[src/rtl/core/mta_pkg.sv]
// Package for the mosaic tile average unit.
// Holds field widths, register indexes, reset values and the controller state type.
// No dependencies.
`default_nettype none

package mta_pkg;

  localparam int DIM_W      = 12;
  localparam int PIX_W      = 8;
  localparam int MEAN_W     = 8;
  localparam int AREA_W     = 2 * DIM_W;
  localparam int SUM_W      = AREA_W + PIX_W;
  localparam int TILE_IDX_W = 5;
  localparam int CFG_IDX_W  = 2;
  localparam int CFG_DATA_W = DIM_W;

  localparam logic [CFG_IDX_W-1:0] REG_FRAME_WIDTH  = 2'd0;
  localparam logic [CFG_IDX_W-1:0] REG_FRAME_HEIGHT = 2'd1;

  localparam logic [DIM_W-1:0] FRAME_WIDTH_RST  = 12'd640;
  localparam logic [DIM_W-1:0] FRAME_HEIGHT_RST = 12'd480;

  typedef enum logic [1:0] {
    ST_IDLE,
    ST_ACC,
    ST_DIV
  } mta_state_t;

  typedef struct packed {
    logic busy;
    logic done;
  } mta_div_status_t;

endpackage

`default_nettype wire

[src/rtl/core/mta_if.sv]
// Stream interfaces of the mosaic tile average unit: pixel input and tile result output.
// Depends on mta_pkg for the field widths.
`default_nettype none

interface mta_pixel_if;
  import mta_pkg::*;
  logic             valid;
  logic             ready;
  logic [PIX_W-1:0] pixel;
  modport source (output valid, output pixel, input ready);
  modport sink   (input valid, input pixel, output ready);
endinterface

interface mta_tile_if;
  import mta_pkg::*;
  logic                  valid;
  logic                  ready;
  logic [TILE_IDX_W-1:0] tile_row;
  logic [TILE_IDX_W-1:0] tile_col;
  logic [MEAN_W-1:0]     mean;
  logic                  frame_done;
  modport source (output valid, output tile_row, output tile_col, output mean,
                  output frame_done, input ready);
  modport sink   (input valid, input tile_row, input tile_col, input mean,
                  input frame_done, output ready);
endinterface

`default_nettype wire

[src/rtl/core/mta_step_calc.sv]
// Tile step unit: divides frame width and height by the grid size.
// A constant reciprocal multiplication gives both quotients, which are registered on start. Depends on mta_pkg.
`default_nettype none

module mta_step_calc
  import mta_pkg::*;
#(
  parameter int GRID_COLS = 20,
  parameter int GRID_ROWS = 20
) (
  input  logic             clk,
  input  logic             start,
  input  logic [DIM_W-1:0] frame_width,
  input  logic [DIM_W-1:0] frame_height,
  output logic [DIM_W-1:0] step_x,
  output logic [DIM_W-1:0] step_y
);

  // The reciprocal is rounded up with twice the operand width of fraction, so the
  // truncated product equals the exact quotient for every operand value.
  localparam int RCP_SHIFT = 2 * DIM_W;
  localparam int RCP_W     = RCP_SHIFT + 1;
  localparam int PROD_W    = RCP_SHIFT + DIM_W;
  localparam logic [RCP_W-1:0] RCP_X =
    RCP_W'((longint'(1) << RCP_SHIFT) / longint'(GRID_COLS) + longint'(1));
  localparam logic [RCP_W-1:0] RCP_Y =
    RCP_W'((longint'(1) << RCP_SHIFT) / longint'(GRID_ROWS) + longint'(1));

  logic [PROD_W-1:0] prod_x;
  logic [PROD_W-1:0] prod_y;

  assign prod_x = PROD_W'(frame_width) * PROD_W'(RCP_X);
  assign prod_y = PROD_W'(frame_height) * PROD_W'(RCP_Y);

  always_ff @(posedge clk) begin
    if (start) begin
      step_x <= prod_x[RCP_SHIFT +: DIM_W];
      step_y <= prod_y[RCP_SHIFT +: DIM_W];
    end
  end

endmodule

`default_nettype wire

[src/rtl/core/mta_mean_div.sv]
// Mean divider: restoring division of a tile sum by its area, one quotient bit a cycle.
// The quotient of a mean never exceeds the pixel range. Depends on mta_pkg.
`default_nettype none

module mta_mean_div
  import mta_pkg::*;
(
  input  logic              clk,
  input  logic              rst,
  input  logic              start,
  input  logic [SUM_W-1:0]  sum,
  input  logic [AREA_W-1:0] area,
  output logic [MEAN_W-1:0] mean,
  output mta_div_status_t   status
);

  localparam int CNT_W = $clog2(MEAN_W);

  logic [SUM_W-1:0]  rem;
  logic [AREA_W-1:0] den;
  logic [CNT_W-1:0]  cnt;
  logic [SUM_W-1:0]  cand;
  logic              take;

  assign cand = {{(SUM_W-AREA_W){1'b0}}, den} << cnt;
  assign take = rem >= cand;

  always_ff @(posedge clk) begin
    if (rst) begin
      status <= '0;
      cnt    <= '0;
    end else if (start) begin
      status <= '{busy: 1'b1, done: 1'b0};
      cnt    <= CNT_W'(MEAN_W - 1);
    end else if (status.busy) begin
      cnt <= cnt - CNT_W'(1);
      if (cnt == '0) begin
        status <= '{busy: 1'b0, done: 1'b1};
      end
    end
  end

  always_ff @(posedge clk) begin
    if (start) begin
      rem  <= sum;
      den  <= area;
      mean <= '0;
    end else if (status.busy) begin
      if (take) begin
        rem <= rem - cand;
      end
      mean <= {mean[MEAN_W-2:0], take};
    end
  end

endmodule

`default_nettype wire

[src/rtl/core/mta_sum_mem.sv]
// Tile sum memory: one running sum per grid column, with a synchronous registered read.
// Entries not written since reset or restart read as zero. Depends on mta_pkg.
`default_nettype none

module mta_sum_mem
  import mta_pkg::*;
#(
  parameter int DEPTH  = 20,
  parameter int ADDR_W = 5
) (
  input  logic              clk,
  input  logic              rst,
  input  logic              clear,
  input  logic [ADDR_W-1:0] rd_addr,
  output logic [SUM_W-1:0]  rd_data,
  input  logic              wr_en,
  input  logic [ADDR_W-1:0] wr_addr,
  input  logic [SUM_W-1:0]  wr_data
);

  logic [SUM_W-1:0] mem [DEPTH];
  logic [DEPTH-1:0] valid;
  logic [SUM_W-1:0] rd_q;
  logic             rd_valid;

  always_ff @(posedge clk) begin
    if (wr_en) begin
      mem[wr_addr] <= wr_data;
    end
    rd_q <= mem[rd_addr];
  end

  always_ff @(posedge clk) begin
    if (rst || clear) begin
      valid    <= '0;
      rd_valid <= 1'b0;
    end else begin
      if (wr_en) begin
        valid[wr_addr] <= 1'b1;
      end
      rd_valid <= valid[rd_addr];
    end
  end

  assign rd_data = rd_valid ? rd_q : '0;

endmodule

`default_nettype wire

[src/rtl/core/mosaic_tile_average_unit.sv]
// Mosaic tile average unit: splits a raster frame into a grid of tiles and emits tile means.
// Depends on mta_pkg, mta_if, mta_step_calc, mta_mean_div and mta_sum_mem.
//
// Usage:
//   pixels carries one 8-bit grayscale pixel per transfer in raster order. tiles carries
//   one result per finished tile: grid row, grid column, truncated mean and a flag on the
//   last tile of the frame. Both channels transfer when valid and ready are high together.
//   cfg_we with cfg_index and cfg_data writes frame_width (index 0) or frame_height
//   (index 1); a write restarts the frame and clears all sums. Writes to other indexes
//   are ignored.
// Sequence:
//   A pixel that does not finish a tile needs a read of its column's sum from the sum
//   memory and a write back of the updated sum. A pixel that finishes a tile needs the
//   read, a write back that clears the sum, the bit-serial mean divider on the sum and
//   the area product, and the load of the output register.
//   After reset and after each write to frame_width or frame_height, ready stays low
//   while the tile steps are loaded from a reciprocal multiplication.
// Stalls:
//   The output register holds a result until it is taken. Pixels keep being accepted;
//   only a tile completion that meets a still full output register waits for it.
`default_nettype none

module mosaic_tile_average_unit
  import mta_pkg::*;
#(
  parameter int GRID_COLS = 20,
  parameter int GRID_ROWS = 20
) (
  input  logic                  clk,
  input  logic                  rst,
  input  logic                  cfg_we,
  input  logic [CFG_IDX_W-1:0]  cfg_index,
  input  logic [CFG_DATA_W-1:0] cfg_data,
  mta_pixel_if.sink             pixels,
  mta_tile_if.source            tiles
);

  localparam int TC_W  = $clog2(GRID_COLS + 1);
  localparam int TR_W  = $clog2(GRID_ROWS + 1);
  localparam int COL_W = (GRID_COLS > 1) ? $clog2(GRID_COLS) : 1;

  mta_state_t state;
  mta_state_t state_next;

  logic [DIM_W-1:0] frame_width;
  logic [DIM_W-1:0] frame_height;
  logic             calc_start;
  logic             restart;

  logic [DIM_W-1:0] step_x;
  logic [DIM_W-1:0] step_y;

  logic [DIM_W-1:0] col_count;
  logic [DIM_W-1:0] row_count;
  logic [DIM_W-1:0] ox;
  logic [DIM_W-1:0] oy;
  logic [TC_W-1:0]  tc;
  logic [TR_W-1:0]  tr;

  logic [DIM_W-1:0] span_x;
  logic [DIM_W-1:0] span_y;
  logic             in_x;
  logic             in_y;
  logic             end_x;
  logic             end_y;
  logic             last_x;
  logic             last_y;
  logic [DIM_W:0]   col_inc;
  logic [DIM_W:0]   row_inc;
  logic             accept;

  logic [PIX_W-1:0] pix_q;
  logic             hit_q;
  logic             end_q;
  logic             done_q;
  logic [TC_W-1:0]  col_q;
  logic [TR_W-1:0]  row_q;
  logic [DIM_W-1:0] w_q;
  logic [DIM_W-1:0] h_q;

  logic [SUM_W-1:0]  rd_data;
  logic [SUM_W-1:0]  sum;
  logic              mem_we;
  logic              div_start;
  logic [AREA_W-1:0] area;
  logic [MEAN_W-1:0] div_mean;
  mta_div_status_t   div_status;
  logic              out_free;
  logic              out_load;

  assign restart = cfg_we && (cfg_index == REG_FRAME_WIDTH || cfg_index == REG_FRAME_HEIGHT);

  always_ff @(posedge clk) begin
    if (rst) begin
      frame_width  <= FRAME_WIDTH_RST;
      frame_height <= FRAME_HEIGHT_RST;
      calc_start   <= 1'b1;
    end else begin
      calc_start <= restart;
      if (cfg_we) begin
        unique case (cfg_index)
          REG_FRAME_WIDTH:  frame_width  <= cfg_data;
          REG_FRAME_HEIGHT: frame_height <= cfg_data;
          default: ;
        endcase
      end
    end
  end

  mta_step_calc #(
    .GRID_COLS (GRID_COLS),
    .GRID_ROWS (GRID_ROWS)
  ) u_step_calc (
    .clk          (clk),
    .start        (calc_start),
    .frame_width  (frame_width),
    .frame_height (frame_height),
    .step_x       (step_x),
    .step_y       (step_y)
  );

  assign span_x = (tc == TC_W'(GRID_COLS - 1)) ? step_x - DIM_W'(1) : step_x;
  assign span_y = (tr == TR_W'(GRID_ROWS - 1)) ? step_y - DIM_W'(1) : step_y;
  assign in_x   = (step_x != '0) && (tc < TC_W'(GRID_COLS)) && (ox < span_x);
  assign in_y   = (step_y != '0) && (tr < TR_W'(GRID_ROWS)) && (oy < span_y);
  assign end_x  = ox == span_x - DIM_W'(1);
  assign end_y  = oy == span_y - DIM_W'(1);

  assign last_x = (step_x >= DIM_W'(2) && tc == TC_W'(GRID_COLS - 1)) ||
                  (step_x == DIM_W'(1) && GRID_COLS >= 2 && int'(tc) == GRID_COLS - 2);
  assign last_y = (step_y >= DIM_W'(2) && tr == TR_W'(GRID_ROWS - 1)) ||
                  (step_y == DIM_W'(1) && GRID_ROWS >= 2 && int'(tr) == GRID_ROWS - 2);

  assign col_inc = {1'b0, col_count} + (DIM_W+1)'(1);
  assign row_inc = {1'b0, row_count} + (DIM_W+1)'(1);

  assign pixels.ready = (state == ST_IDLE) && !calc_start;
  assign accept       = pixels.valid && pixels.ready;

  always_ff @(posedge clk) begin
    if (rst || restart) begin
      col_count <= '0;
      row_count <= '0;
      ox        <= '0;
      oy        <= '0;
      tc        <= '0;
      tr        <= '0;
    end else if (accept) begin
      if (col_inc >= {1'b0, frame_width}) begin
        col_count <= '0;
        ox        <= '0;
        tc        <= '0;
        if (row_inc >= {1'b0, frame_height}) begin
          row_count <= '0;
          oy        <= '0;
          tr        <= '0;
        end else begin
          row_count <= row_inc[DIM_W-1:0];
          if (tr < TR_W'(GRID_ROWS)) begin
            if ({1'b0, oy} + (DIM_W+1)'(1) == {1'b0, step_y}) begin
              oy <= '0;
              tr <= tr + TR_W'(1);
            end else begin
              oy <= oy + DIM_W'(1);
            end
          end
        end
      end else begin
        col_count <= col_inc[DIM_W-1:0];
        if (tc < TC_W'(GRID_COLS)) begin
          if ({1'b0, ox} + (DIM_W+1)'(1) == {1'b0, step_x}) begin
            ox <= '0;
            tc <= tc + TC_W'(1);
          end else begin
            ox <= ox + DIM_W'(1);
          end
        end
      end
    end
  end

  always_ff @(posedge clk) begin
    if (accept) begin
      pix_q  <= pixels.pixel;
      hit_q  <= in_x && in_y;
      end_q  <= end_x && end_y;
      done_q <= last_x && last_y;
      col_q  <= tc;
      row_q  <= tr;
      w_q    <= span_x;
      h_q    <= span_y;
    end
  end

  mta_sum_mem #(
    .DEPTH  (GRID_COLS),
    .ADDR_W (COL_W)
  ) u_sum_mem (
    .clk     (clk),
    .rst     (rst),
    .clear   (restart),
    .rd_addr (tc[COL_W-1:0]),
    .rd_data (rd_data),
    .wr_en   (mem_we),
    .wr_addr (col_q[COL_W-1:0]),
    .wr_data (end_q ? '0 : sum)
  );

  assign sum       = rd_data + SUM_W'(pix_q);
  assign mem_we    = (state == ST_ACC) && hit_q;
  assign div_start = (state == ST_ACC) && hit_q && end_q;
  assign area      = AREA_W'(w_q) * AREA_W'(h_q);

  mta_mean_div u_mean_div (
    .clk    (clk),
    .rst    (rst),
    .start  (div_start),
    .sum    (sum),
    .area   (area),
    .mean   (div_mean),
    .status (div_status)
  );

  assign out_free = !tiles.valid || tiles.ready;
  assign out_load = (state == ST_DIV) && div_status.done && out_free;

  always_ff @(posedge clk) begin
    if (rst) begin
      state <= ST_IDLE;
    end else begin
      state <= state_next;
    end
  end

  always_comb begin
    state_next = state;
    unique case (state)
      ST_IDLE: begin
        if (accept) begin
          state_next = ST_ACC;
        end
      end
      ST_ACC: begin
        state_next = div_start ? ST_DIV : ST_IDLE;
      end
      ST_DIV: begin
        if (out_load) begin
          state_next = ST_IDLE;
        end
      end
      default: state_next = ST_IDLE;
    endcase
  end

  always_ff @(posedge clk) begin
    if (rst) begin
      tiles.valid <= 1'b0;
    end else if (out_load) begin
      tiles.valid <= 1'b1;
    end else if (tiles.ready) begin
      tiles.valid <= 1'b0;
    end
  end

  always_ff @(posedge clk) begin
    if (out_load) begin
      tiles.tile_row   <= TILE_IDX_W'(row_q);
      tiles.tile_col   <= TILE_IDX_W'(col_q);
      tiles.mean       <= div_mean;
      tiles.frame_done <= done_q;
    end
  end

endmodule

`default_nettype wire

[src/flat_wrapper.sv]
// flat-port wrapper written by rule: the top's interface ports become plain ports
module mosaic_tile_average_unit_flat import mta_pkg::*;
#(
  parameter int GRID_COLS = 20,
  parameter int GRID_ROWS = 20
)
  (clk, rst, cfg_we, cfg_index, cfg_data, pixels_valid, pixels_pixel, pixels_ready, tiles_valid, tiles_tile_row, tiles_tile_col, tiles_mean, tiles_frame_done, tiles_ready);
  mta_pixel_if pixels_i ();
  mta_tile_if tiles_i ();
  input  logic clk;
  input  logic rst;
  input  logic cfg_we;
  input  logic [CFG_IDX_W-1:0] cfg_index;
  input  logic [CFG_DATA_W-1:0] cfg_data;
  input wire logic [$bits(pixels_i.valid)-1:0] pixels_valid;
  input wire logic [$bits(pixels_i.pixel)-1:0] pixels_pixel;
  output wire logic [$bits(pixels_i.ready)-1:0] pixels_ready;
  output wire logic [$bits(tiles_i.valid)-1:0] tiles_valid;
  output wire logic [$bits(tiles_i.tile_row)-1:0] tiles_tile_row;
  output wire logic [$bits(tiles_i.tile_col)-1:0] tiles_tile_col;
  output wire logic [$bits(tiles_i.mean)-1:0] tiles_mean;
  output wire logic [$bits(tiles_i.frame_done)-1:0] tiles_frame_done;
  input wire logic [$bits(tiles_i.ready)-1:0] tiles_ready;
  assign pixels_i.valid = pixels_valid;
  assign pixels_i.pixel = pixels_pixel;
  assign pixels_ready = pixels_i.ready;
  assign tiles_valid = tiles_i.valid;
  assign tiles_tile_row = tiles_i.tile_row;
  assign tiles_tile_col = tiles_i.tile_col;
  assign tiles_mean = tiles_i.mean;
  assign tiles_frame_done = tiles_i.frame_done;
  assign tiles_i.ready = tiles_ready;
  mosaic_tile_average_unit #(.GRID_COLS(GRID_COLS), .GRID_ROWS(GRID_ROWS)) u_core (.clk(clk), .rst(rst), .cfg_we(cfg_we), .cfg_index(cfg_index), .cfg_data(cfg_data), .pixels(pixels_i), .tiles(tiles_i));
endmodule
[config.mk]
export PLATFORM = sky130hd
export DESIGN_NAME = mosaic_tile_average_unit_flat
export DESIGN_NICKNAME = d
export VERILOG_FILES = /design/src/rtl/core/mta_pkg.sv /design/src/rtl/core/mta_if.sv /design/src/rtl/core/mta_step_calc.sv /design/src/rtl/core/mta_mean_div.sv /design/src/rtl/core/mta_sum_mem.sv /design/src/rtl/core/mosaic_tile_average_unit.sv /design/src/flat_wrapper.sv
export SDC_FILE = /design/constraint.sdc
export NUM_CORES = 2
export LEC_CHECK = 0
export ABC_AREA = 1
export BUFFER_PORTS_ARGS = -buffer_cell sky130_fd_sc_hd__buf_2
export CAP_MARGIN = 20
export CORE_MARGIN = 3
export CORE_UTILIZATION = 64
export CTS_BUF_LIST = sky130_fd_sc_hd__clkbuf_16
export DETAILED_ROUTE_END_ITERATION = 7
export GPL_TIMING_DRIVEN = 0
export PLACE_DENSITY_LB_ADDON = 0.12
export SLEW_MARGIN = 30
export SYNTH_ARGS = -nofsm -noshare
export SYNTH_HDL_FRONTEND = slang
export SYNTH_SLANG_ARGS = --single-unit
[constraint.sdc]
create_clock -name clk -period 7 [get_ports clk]
set_input_delay 1.05 -clock clk [delete_from_list [all_inputs] [get_ports clk]]
set_output_delay 1.05 -clock clk [all_outputs]
set_load 0.005 [all_outputs]
Word-level counts from Yosys, hierarchy flattened:

Memory sizes are Yosys's and may differ from the RTL's. A register that Yosys moved wholly into a read port is not among the register bits.
Index checks and enable logic that the tools add are counted.

* RAM bits: 640
* bits of input ports: 27
* memories: 1
* output and inout port bits: 21
* flip-flop bits (word level): 256

Memories
* u_core.u_sum_mem.mem: depth 20, width 32, read ports 1, clocked after Yosys merged registers in 1, write ports 1, line mta_sum_mem.sv:21 `logic [SUM_W-1:0] mem [DEPTH];`

* reductions and logical operators: 49
* add/subtract/negate cells: 15
* multipliers: 3
* multiplexer cells: 38
* equality and inequality tests: 15
* magnitude comparators: 12
* shift operators: 1
* bitwise gates (word level): 1

Operators with widths (count)
* 2-to-1 mux 32 bit: 5
* 2-to-1 mux 12 bit: 10
* multiplier 12 x 20 -> 32 bit, second input constant: 2
* adder 12 x 1 -> 13 bit, second input constant: 4
* adder 32 x 8 -> 32 bit: 1
* >= comparator 32 bit: 1
* left shift 24 x 3 -> 32 bit: 1
* subtractor 32 bit: 1
* 2-to-1 mux 5 bit: 6
* == test 13 x 8 -> 1 bit: 2
* >= comparator 13 x 12 -> 1 bit: 2
* adder 12 x 1 -> 12 bit, second input constant: 2
* == test 12 bit: 2
* < comparator 12 bit: 2
* multiplier 12 x 12 -> 24 bit: 1
* nonzero test 12 bit: 2
* subtractor 12 x 1 -> 12 bit, second input constant: 2
* == test 5 bit, second input constant: 4
* bitwise OR 20 bit: 1
* logical AND 1 bit: 19
* subtractor 8 x 1 -> 9 bit, second input constant: 2
* == test 8 x 1 -> 1 bit, second input constant: 2
* >= comparator 8 x 2 -> 1 bit, second input constant: 2
* AND reduction 2 bit: 7
* 22 further kinds: 51

Longest topological paths before layout:

* depth in word-level cells: 5
* gate-level depth with buffers: 23
* gate-level depth less buffers: 22

Cells and area by module:

From an unflattened synthesis, not the netlist that was laid out.

* cell total of the unflattened synthesis: 6335
* area total of the unflattened synthesis: 55974.9 µm²

Modules (own cells, without submodules)
* mta_sum_mem: instances 1, seq. area each 20279.4 µm², area each 27121.0 µm², cells each 2226
* mosaic_tile_average_unit: instances 1, seq. area each 3643.5 µm², area each 15578.7 µm², cells each 2183
* mta_step_calc: instances 1, seq. area each 480.5 µm², area each 7465.9 µm², cells each 1021
* mta_mean_div: instances 1, seq. area each 1941.9 µm², area each 5809.3 µm², cells each 905

Worst setup path before layout:

Ideal clock, no wire load.

* kind: register -> register
* start: register u_core.h_q[10]
* end: register u_core.u_mean_div.den[23], data pin
* cell stages (with the launch flop): 22
* arrival: 4.858 ns
* slack: 1.887 ns
* buffers on the path: 1
* setup time: 0.254 ns
* path through: edfxtp_1 clkbuf_1 nand2_1 o21ai_0 inv_1 ha_1 or2_2 fa_1 fa_1 fa_1 inv_1 fa_1 inv_1 ha_1 nand2_1 nor2_1 nand3_1 nand3_1 nand2_1 a31oi_1 a21oi_1 o21a_1

* cells in the longest elaborated chain, start to end: 1

RTL lines
* start, declared: line mosaic_tile_average_unit.sv:79 `logic [DIM_W-1:0] h_q;`
* start signal, assigned: line mosaic_tile_average_unit.sv:191 `h_q <= span_y;`
* multiplier 12 x 12 -> 24 bit: line mosaic_tile_average_unit.sv:212 `assign area = AREA_W'(w_q) * AREA_W'(h_q);`
* net u_core.area[23]: line mosaic_tile_average_unit.sv:85 `logic [AREA_W-1:0] area;`
* end signal, assigned: line mta_mean_div.sv:46 `den <= area;`
* end, declared: line mta_mean_div.sv:20 `logic [AREA_W-1:0] den;`

The timed path passes the listed nets, and every way through them passes these cells.
A chain may end at the register's enable or synchronous reset.

Worst setup path in the final report:

* start: register u_core.h_q[10]
* end: register u_core.u_mean_div.den[19], data pin

The elaborated chain is that of the path after synthesis.

==> metrics.txt <==
post-synth top area share=44.2%; Clk pin slew, worst setup/hold paths=60 ps; CP arrival=6180 ps; IO buf count=47; Avg Inst Size Synth=9.74 sq um; PostCTS Resize Cnt=0; DIE AREA=85,200 sq um; Final Cell Area=58,000 sq um; Setup Buffers After CTS=0; top cells by area, synth=edfxtp_1 44%, ha_1 7.7%, fa_1 6.9%, dfxtp_1 5.8%, nand2_1 5.8%; proportion of synthesized area in mux cells=0.0766%; Initial Util=64.8%; GR Overflow Total=0; HP Class=reg -> reg; Post-Synth Adder-Cell Area=14.6%; global-route wire length before repair=221,000 um; YS warnings=0; Crit path buffers/inverters=4; number of flops mapped to enable cells by yosys=770; Placed Area=54,900 sq um; core area=80,700 sq um; Distinct cells, synth=61; clock buffer depth=3; FMAX=173 MHz; delay-heaviest family, CP=adder cells; P_leak=24.7 nW; Worst Hold Slack=428 ps; clock sinks=922; post-synthesis register bit count=922; cell mode on critical path=fa_1; Slew @ Worst Pin=1040 ps; Net Count, Synth=5,895; DRC errors left=0; Synth Cell Area=52,300 sq um; Top FF cell, synth=edfxtp_1; row count=104; GR Util All Layers=33.4%; initial detailed-routing violation count=4,311; CP required=7390 ps; largest family of logic cells by synthesized area=adder cells; Fin. Hold Viols=0; first drt pass iteration count=6; Hold Buf Count CTS=0; status=finished, final reports clean; CTS tree=done; vias in the first global route=39,655; Final Setup Violations=0; cell taking the most area after synthesis=edfxtp_1; cells after synthesis=5,367; fin util=71.9%; Die X=292 um; Final Cycle Share=82.7%; Max Slew Vio Count=0; simple-gate share of the synthesized area=14.6%; Wirelength per Cell=21.3 um; CP Capture Type=register; H-tree levels=3; post-DP HPWL=107,000 um; Seq/Total Area, Yosys=50.0%; min Tclk post-route=5790 ps; slowest library cell on the worst path=fa_1; Detail Route Antenna Nets=0; Ports=48; Setup WS post-layout=1210 ps; WL final=142,000 um; PD cells=288 nW/um^2; Place WS=1240 ps; die height=292 um; maximum vdd drop=274 uV; complex-gate fraction of the synthesized area=12.1%; area grow syn2layout=11.0%; max_cap viols=0; clock buffer count from CTS=95; Crit Path Max Fanout=10; layout cell share with drive strength beyond 1=7.02%; pin count of the biggest net entering global routing=34; skew final=52.1 ps; setup TNS=0 ps; most frequent cells in the layout=802 x nand2_1, 770 x edfxtp_1, 714 x inv_1, 605 x nor2_1, 534 x o21ai_0; initial antenna violation count=6; Synth async-reset ratio=0%; gp weighted congestion=0.955; Post-Synth XOR/XNOR Area=1.89%; Vias=40,099; RSZ-0062 raised after global routing=no; Setup CP Type=reg -> reg; Vias/cell=6.00; startpoint types=register; clk_lat worst skew=690 ps; commonest non-fill, non-tap cell in the layout=nand2_1; Nets=6,069; Rel. slew slack=30.5%; clk root buf=clkbuf_16; Worst path max stage delay=550 ps; crit-path cells=clkbuf_1, nand2_1, o21ai_0, inv_1, ha_1, or2_2, fa_1, fa_1, fa_1, inv_1, fa_1, inv_1, ha_1, nand2_1, nor2_1, a211oi_1, nand3_1, nand2_1, a31oi_1, a21oi_1, xnor2_1
-- cell type report --
class,instances,area (sq um)
timing repair buffer,77,1010
antenna,4,10.0
buffer,207,870
fill,5931,22700
tap,1060,1330
clock buffer,95,2380
multi-input combinational,3536,22900
sequential,922,26200
inverter,702,2640
clock inverter,84,751
-- routing by layer --
layer | vias up | GRT usage [%] | share of wire [%]
li1 | 18657 | - | -
met1 | 19208 | 46.5 | 41
met2 | 1900 | 53.1 | 46
met3 | 332 | 6.07 | 10
met4 | 2 | 12.4 | 3.8
met5 | - | 0 | 0.0091
-- cell usage after synthesis (46+ instances only) --
master,n
nand2_1,803
edfxtp_1,770
inv_1,692
nor2_1,658
o21ai_0,534
ha_1,320
a21oi_1,198
fa_1,181
o22ai_1,171
nand3_1,162
clkbuf_1,158
dfxtp_1,152
xor2_1,82
nand4_1,46
-- report_power, final --
group	switching, mW	internal (mW)	leakage, nW
combinational	3.41	1.93	14.1
sequential	0.128	6.17	8.99
clock	2.25	2.81	1.58
total	5.78	10.9	24.7
-- through the flow --
step | power (mW) | instances
2_1_floorplan | 10.4 | 5367
3_3_place_gp | 11.6 | 6474
3_5_place_dp | 11.7 | 6504
4_1_cts | 16.7 | 6683
5_1_grt | 17.7 | 6683
6_report | 16.7 | 6687
-- logic make-up (layout without fill, tap and decap cells) --
| family | count (synthesis) | after routing |
|---|---|---|
| xor gates and xnor gates | 110 | 110 |
| buffers and inverters | 909 | 1165 |
| DFF | 922 | 922 |
| AOI/OAI and AO/OA | 1111 | 1111 |
| muxes | 4 | 4 |
| and+or+nand+nor | 1810 | 1810 |
| other | 0 | 4 |
| adders and majority gates | 501 | 501 |
-- worst paths after layout --
path                         from  depth (start not counted)                   endpoint  slack [ps]
setup / recovery   u_core.h_q[10]                         21  u_core.u_mean_div.den[19]        1210
hold / removal    u_core.row_q[3]                          0   u_core.tiles.tile_row[3]         430
setup reg to reg   u_core.h_q[10]                         21  u_core.u_mean_div.den[19]        1210
hold reg to reg   u_core.row_q[3]                          0   u_core.tiles.tile_row[3]         430
-- sequential cells by signal, summed over array words and instances, names as in the netlist, 20 cells and up --
name	cells
u_core.u_sum_mem.rd_q	32
u_core.u_mean_div.rem	32
u_core.u_sum_mem.valid	20
u_core.u_sum_mem.mem	640
u_core.u_mean_div.den	24
Power figures use the tool's default switching activity.
